`src/rtl/hrd_pkg.sv`:
```
// Shared constants, codes and store access types for the half rotating deque.
package hrd_pkg;

   // Store geometry
   localparam int DEPTH = 1024;
   localparam int IDX_W = $clog2(DEPTH);
   localparam int CNT_W = $clog2(DEPTH + 1);
   localparam int SUM_W = CNT_W + 1;

   // Word field widths
   localparam int DATA_W  = 32;
   localparam int MODE_W  = 2;
   localparam int POS_W   = 10;
   localparam int ENTRY_W = 11;
   localparam int ERR_W   = 2;
   localparam int CMP_W   = (POS_W > CNT_W) ? POS_W : CNT_W;

   // Operation codes
   localparam logic [MODE_W-1:0] MODE_PUSH = 2'd0;
   localparam logic [MODE_W-1:0] MODE_POP  = 2'd1;
   localparam logic [MODE_W-1:0] MODE_ROT  = 2'd2;
   localparam logic [MODE_W-1:0] MODE_READ = 2'd3;

   // Error codes
   localparam logic [ERR_W-1:0] ERR_OK    = 2'd0;
   localparam logic [ERR_W-1:0] ERR_EMPTY = 2'd1;
   localparam logic [ERR_W-1:0] ERR_FULL  = 2'd2;
   localparam logic [ERR_W-1:0] ERR_RANGE = 2'd3;

   // Store write request; sel picks the physical store
   typedef struct packed {
      logic              en;
      logic              sel;
      logic [IDX_W-1:0]  addr;
      logic [DATA_W-1:0] data;
   } wr_req_type;

   // Store read request
   typedef struct packed {
      logic             sel;
      logic [IDX_W-1:0] addr;
   } rd_req_type;

endpackage

```
`src/rtl/hrd_wrap_unit.sv`:
```
// Shared circular index adder: (base + offset) wrapped into the store depth.
module hrd_wrap_unit (
   input  logic [hrd_pkg::IDX_W-1:0] base,
   input  logic [hrd_pkg::CNT_W-1:0] offset,
   output logic [hrd_pkg::IDX_W-1:0] idx
);
   import hrd_pkg::*;

   logic [SUM_W-1:0] sum;
   logic [SUM_W-1:0] wrapped;

   // Sum stays below twice the depth, so one conditional subtract wraps it
   always_comb begin
      sum     = SUM_W'(base) + SUM_W'(offset);
      wrapped = (sum >= SUM_W'(DEPTH)) ? (sum - SUM_W'(DEPTH)) : sum;
      idx     = wrapped[IDX_W-1:0];
   end

endmodule

```
`config.mk`:
```
export PLATFORM = sky130hd
export DESIGN_NAME = hrd_wrap_unit
export DESIGN_NICKNAME = d
export VERILOG_FILES = /design/src/rtl/hrd_pkg.sv /design/src/rtl/hrd_wrap_unit.sv
export SDC_FILE = /design/constraint.sdc
export NUM_CORES = 1
export LEC_CHECK = 0
export ABC_AREA = 1
export BUFFER_PORTS_ARGS = -buffer_cell sky130_fd_sc_hd__buf_4
export CAP_MARGIN = 20
export CORE_AREA = 2 2 39 41
export DETAILED_ROUTE_END_ITERATION = 10
export DIE_AREA = 0 0 41 43
export MAX_ROUTING_LAYER = met4
export PLACE_DENSITY = 0.69
export RECOVER_POWER = 25
export SLEW_MARGIN = 20
export SYNTH_ARGS = -nofsm -noshare
export SYNTH_HDL_FRONTEND = slang
export SYNTH_SLANG_ARGS = --single-unit
```
`constraint.sdc`:
```
create_clock -name vclk -period 2.57
set_clock_uncertainty 0.05 [all_clocks]
set_input_delay 0.3855 -clock vclk [all_inputs]
set_output_delay 0.3855 -clock vclk [all_outputs]
set_load 0.01 [all_outputs]
```
==> summary.txt, run 1 <==
Min path
  – Hold path depth: 3
  – Hold WC Path Type: in2out

Cells and area
  – Area growth, synth to finish: 50.67%
  – Clock buffers: 0
  – Util after Layout: 0.5109
  – Seq cells: 0
  – Register Area: 0 sq um
  – Fin nets: around 150
  – Fraction of layout cells with a size suffix above 1: 0.2609
  – Most common cell after layout, fill and taps aside: nand2_1
  – # diodes: 0
  – Most frequent cells in the layout: nand2_1 (34), buf_4 (28), inv_1 (16), ha_1 (9)

Route
  – Via count: ~580
  – Routed WL: roughly 1100 microns
  – DR pass1 iterations: 3
  – Wire length per cell: between 8 and 9 microns
  – Vias per Instance: roughly 4.4
  – # DRC: 0
  – Iter 0 DRT Violations: 8
  – Antenna-violating nets left: 0

Place
  – Setup WS pre-CTS: approximately 0.41 ns
  – Post-DP HPWL: between 900 and 1000 microns
  – Gpl congestion: around 0.79
  – Port bufs: 30

STA
  – Total negative slack: 0 ns
  – Tightest Pin Transition: approximately 0.23 ns
  – Final WS setup: approximately 0.41 ns
  – Fmax: 0.4638 GHz
  – Worst relative slew slack: 0.8468
  – Final count of pins violating max slew: 0
  – RSZ-0062 raised after global routing: no
  – Fin crit share: 0.8390
  – Minimum clock period: 2.156 ns
  – Final setup fails: 0
  – Fin. Hold Viols: 0

Yosys
  – Post-Synthesis Cells: 85
  – Top cell type's share of synthesized area: 0.2720
  – Mapped Area: ~470 sq um
  – Mean Syn Cell Area: roughly 5.5 sq um
  – Yosys cell types: 13
  – Synth area leaders: nand2_1 (27%), ha_1 (24%), inv_1 (13%)
  – Yosys top cell by area: nand2_1
  – Syn_nets: approximately 120
  – Sequential fraction of the synthesis area: 0
  – Ys Warns: 0

Power
  – Pwr/cell area: 249.9 nW/um^2
  – Pwr Total: ~180 uW
  – Maximum VDD drop: between 0.1 and 0.15 mV
  – P_leak: 0.4477 nW

Floorplanning
  – Die ar.: roughly 1800 sq um
  – Die height: roughly 43 microns
  – Core area: 1384 sq um
  – Initial core utilization: 0.3391
  – I/O pins: 31
  – Site Rows: 14
  – Die X: a little over 40 microns

GRT
  – Largest net degree at the start of global routing: 6
  – Antenna violations before repair: 0
  – Grt total ovfl: 0
  – Total GRT Usage: 0.1323
  – Number of global-route vias before repair: 502
  – First-pass GRT wire length: around 1800 microns

Setup path
  – Critical Path RT: 2.13 ns
  – Crit path DAT: between 1.5 and 2 ns
  – Worst setup EP type: primary output
  – CP Class: in2out
  – Crit path max fanout: 3
  – Worst Setup Start Kind: input port

Clock network
  – Post-CTS Hold Fix Bufs: 0
  – # Post-CTS Setup Buffers: 0
  – PostCTS Resize Cnt: 0

Run
  – Max Cap Viol: 0

Run status
  – Outcome: finished clean
-- final cells by class --
type,instances,area (sq um)
fill,151,676.9
multi-input combinational,69,409.1
timing repair buffer,30,217.7
inverter,16,60.06
tap,16,20.02
-- metal layers --
layer / global-route usage / vias up / part of all wire
met5: - / - / 0
met4: 0 / 0 / 0
met3: 0 / 0 / 0.065
met2: 0.2438 / 18 / 0.49
met1: 0.1624 / 239 / 0.44
li1: - / 325 / -
-- path summary, 6_finish.rpt --
| path | start | endpoint | slack [ns] |
|---|---|---|---|
| worst max-delay path | offset[0] | idx[8] | 0.41 |
| worst min-delay path | base[0] | idx[0] | 1.04 |
-- cells by family (layout without fill, tap and decap cells) --
family,after synthesis,count (layout),share of synthesized area
and+or+nand+nor,48,48,0.4187
buffers and inverters,16,46,0.1280
adders and majority gates,10,10,0.2827
AOI/OAI and AO/OA,6,6,0.07734
xor gates and xnor gates,5,5,0.09333
-- synth_stat cells --
master	count
fa_1	1
ha_1	9
a21oi_1	4
nand4_1	1
nand3_1	6
o21a_1	1
xnor2_1	1
xor2_1	4
inv_1	16
nand3_2	1
o21ai_2	1
nor2_1	6
nand2_1	34
-- per-stage QoR --
stage | std cells | area [sq um] | hold WS, ns
floorplan | 85 | 469.2 | 0.8611
global placement | 131 | 714.4 | 1.008
detailed placement | 131 | 714.4 | 1.014
CTS | 131 | 714.4 | 1.014
global route | 131 | 706.9 | 1.067
finish | 131 | 706.9 | 1.042
-- critical path, cell delays in order --
cell and delay, ns:
buf_4 0.08, ha_1 0.18, inv_1 0.06, fa_1 0.42, o21ai_2 0.22, nand2_1 0.09, nand3_1 0.10, nand2_1 0.06
buf_4 0.13
-- report_power, final --
group / total, mW / internal (mW) / switching, mW
Sequential: 0 / 0 / 0
Combinational: 0.177 / 0.0889 / 0.0878
Clock: 0 / 0 / 0
Total: 0.177 / 0.0889 / 0.0878
(Power assumes the default switching activity.)
==> run 2: changes to the inputs <==
- ABC_AREA: 1 -> 0
- PLACE_DENSITY: 0.69 -> unset
- clock period: 2.57 -> 1.87 ns (I/O delays scaled with it)
==> summary.txt, run 2 <==
Run status
  – Outcome: finished clean

Min path
  – Hold WC Path Type: in2out

Yosys
  – Post-Synthesis Cells: 51 (-40%)
  – Mean Syn Cell Area: 7.556 sq um (+37%)
  – Synth area leaders: ha_1 (29%), xnor2_1 (16%), nand3_1 (6.5%)
  – Mapped Area: 385.4 sq um (-18%)
  – Top cell type's share of synthesized area: 0.2922 (+0.02021)
  – Syn_nets: 82 (-29%)
  – Count leader, synth: ha_1
  – Top cells by count, synth: ha_1 (9), xnor2_1 (7), inv_1 (6), nand3_1 (5)
  – Yosys cell types: 17 (+4)
  – Yosys top cell by area: ha_1
  – Sequential fraction of the synthesis area: 0 (unchanged)
  – Ys Warns: 0 (unchanged)

Setup path
  – Worst setup EP type: primary output
  – Slowest-stage cell, CP: fa_2
  – Crit path max fanout: 2 (-1)
  – Crit path DAT: 1.53 ns (-0.19 ns)
  – Setup crit end: idx[6]
  – Critical Path RT: 1.54 ns (-0.59 ns)
  – CP delay by family, top: adder cells
  – Crit path cell chain: buf_6 -> ha_4 -> inv_2 -> fa_2 -> nand2b_4 -> a21oi_4 -> nor2_2 -> xnor2_1 -> buf_4
  – Critical path buffer and inverter count: 3 (unchanged)
  – CP Class: in2out
  – Crit-path max cell delay: 0.34 ns (-0.08 ns)
  – Crit. Startpoint: offset[0]
  – Critical path depth: 9 (unchanged)
  – Worst Setup Start Kind: input port

Cells and area
  – # diodes: 0 (unchanged)
  – Seq cells: 0 (unchanged)
  – Multi-input gate area: 491.7 sq um (+20%)
  – Most frequent cells in the layout: buf_4 (32), buf_6 (10), xnor2_1 (7), ha_4 (7), inv_1 (5)
  – Register Area: 0 sq um (unchanged)
  – Area growth, synth to finish: 131.2%
  – Fillers: 113 (-25%)
  – Clock buffers: 0 (unchanged)
  – Most common cell after layout, fill and taps aside: buf_4
  – Fin nets: 127 (-14%)
  – Fraction of layout cells with a size suffix above 1: 0.6383 (+0.3774)
  – Final Cell Area: 890.9 sq um (+26%)

STA
  – Final count of pins violating max slew: 0 (unchanged)
  – Final setup fails: 0 (unchanged)
  – Fin. Hold Viols: 0 (unchanged)
  – Minimum clock period: 1.864 ns
  – Fin crit share: 0.9970
  – RSZ-0062 raised after global routing: yes
  – Fmax: between 0.5 and 0.6 GHz
  – Total negative slack: 0 ns (unchanged)
  – Tightest Pin Transition: 0.3030 ns (+0.07317 ns)
  – Worst relative slew slack: 0.7971 (-0.04967)

GRT
  – Number of global-route vias before repair: 479 (-4.6%)
  – Total GRT Usage: 0.1424 (+0.01011)
  – First-pass GRT wire length: 1807 microns (+2.3%)
  – Grt total ovfl: 0 (unchanged)
  – Largest net degree at the start of global routing: 7 (+1)
  – Antenna violations before repair: 0 (unchanged)

Place
  – Dpl cell area: 698.2 sq um (-2.3%)
  – Post-DP HPWL: 874.9 microns (-9.3%)
  – Gpl congestion: 0.6982 (-11%)
  – Port bufs: 30 (unchanged)

Floorplanning
  – Core area: 1384 sq um (unchanged)
  – Site Rows: 14 (unchanged)
  – Die height: 43 microns (unchanged)
  – Initial core utilization: 0.2785 (-0.06058)
  – Die X: 41 microns (unchanged)
  – Die ar.: 1763 sq um (unchanged)
  – I/O pins: 31 (unchanged)

Run
  – Max Cap Viol: 0 (unchanged)

Power
  – Maximum VDD drop: 0.1981 mV (+77%)
  – Pwr/cell area: 373.7 nW/um^2 (+50%)
  – P_leak: 0.4109 nW (-8.2%)

Clock network
  – Post-CTS Hold Fix Bufs: 0 (unchanged)

Route
  – Antenna-violating nets left: 0 (unchanged)
  – Routed WL: 1171 microns (+10%)
  – DR pass1 iterations: 4 (+1)
  – Iter 0 DRT Violations: 3 (-5)
  – Wire length per cell: 10.65 microns (+32%)
  – # DRC: 0 (unchanged)
  – Via count: 519 (-11%)
  – Vias per Instance: 4.718 (+6.2%)
==> run 2: layer usage <==
metal | vias to the layer above | global-route usage | part of all wire
li1 | 272 | - | -
met1 | 225 | 0.1651 | 0.35
met2 | 22 | 0.2719 | 0.57
met3 | 0 | 0 | 0.084
met4 | 0 | 0 | 0
met5 | - | - | 0
==> run 2: logic make-up after synthesis <==
kind of cell / after synthesis / share of synthesized area
buffers and inverters: 6 / 0.05844
and+or+nand+nor: 13 / 0.1559
AOI/OAI and AO/OA: 13 / 0.2370
adders and majority gates: 10 / 0.3442
xor gates and xnor gates: 9 / 0.2046
==> run 2: worst min path at each step <==
stage	start	to	slack [ns]	cells past startpoint
2_1_floorplan	base[0]	idx[0]	0.65	1
3_3_place_gp	base[0]	idx[0]	0.80	3
3_5_place_dp	base[0]	idx[0]	0.80	3
4_1_cts	offset[0]	idx[0]	0.79	3
5_1_grt	base[0]	idx[0]	0.84	3
6_report	base[0]	idx[0]	0.82	3
==> run 2: repair_timing <==
action                                  in CTS  in global routing
pin swaps                                   12                 14
resized for setup                           14                 15
endpoints found under the setup margin       5                  5
buffers inserted                             0                  4
==> run 2: area by class of cell <==
type                       instances  share of cell area
multi-input combinational         45              0.5520
timing repair buffer              43              0.4003
inverter                           6             0.02528
tap                               16             0.02247
==> run 2: metrics by stage <==
step	power (mW)	utilization	hold slack, ns	cells	setup WS, ns
after floorplan	0.1381	-	0.6511	51	0.02781
after global routing	0.3622	0.6438	0.8410	110	-0.07611
after CTS	0.3038	0.5732	0.7932	106	-0.01571
after detailed placement	0.2740	0.5045	0.8021	106	-0.1663
final	0.3329	0.6438	0.8237	110	0.005682
after global placement	0.2718	0.5045	0.7977	106	-0.1342
==> run 2: power by group <==
part,switching (mW),internal [mW]
clock,0,0
combinational,0.137,0.196
sequential,0,0
total,0.137,0.196
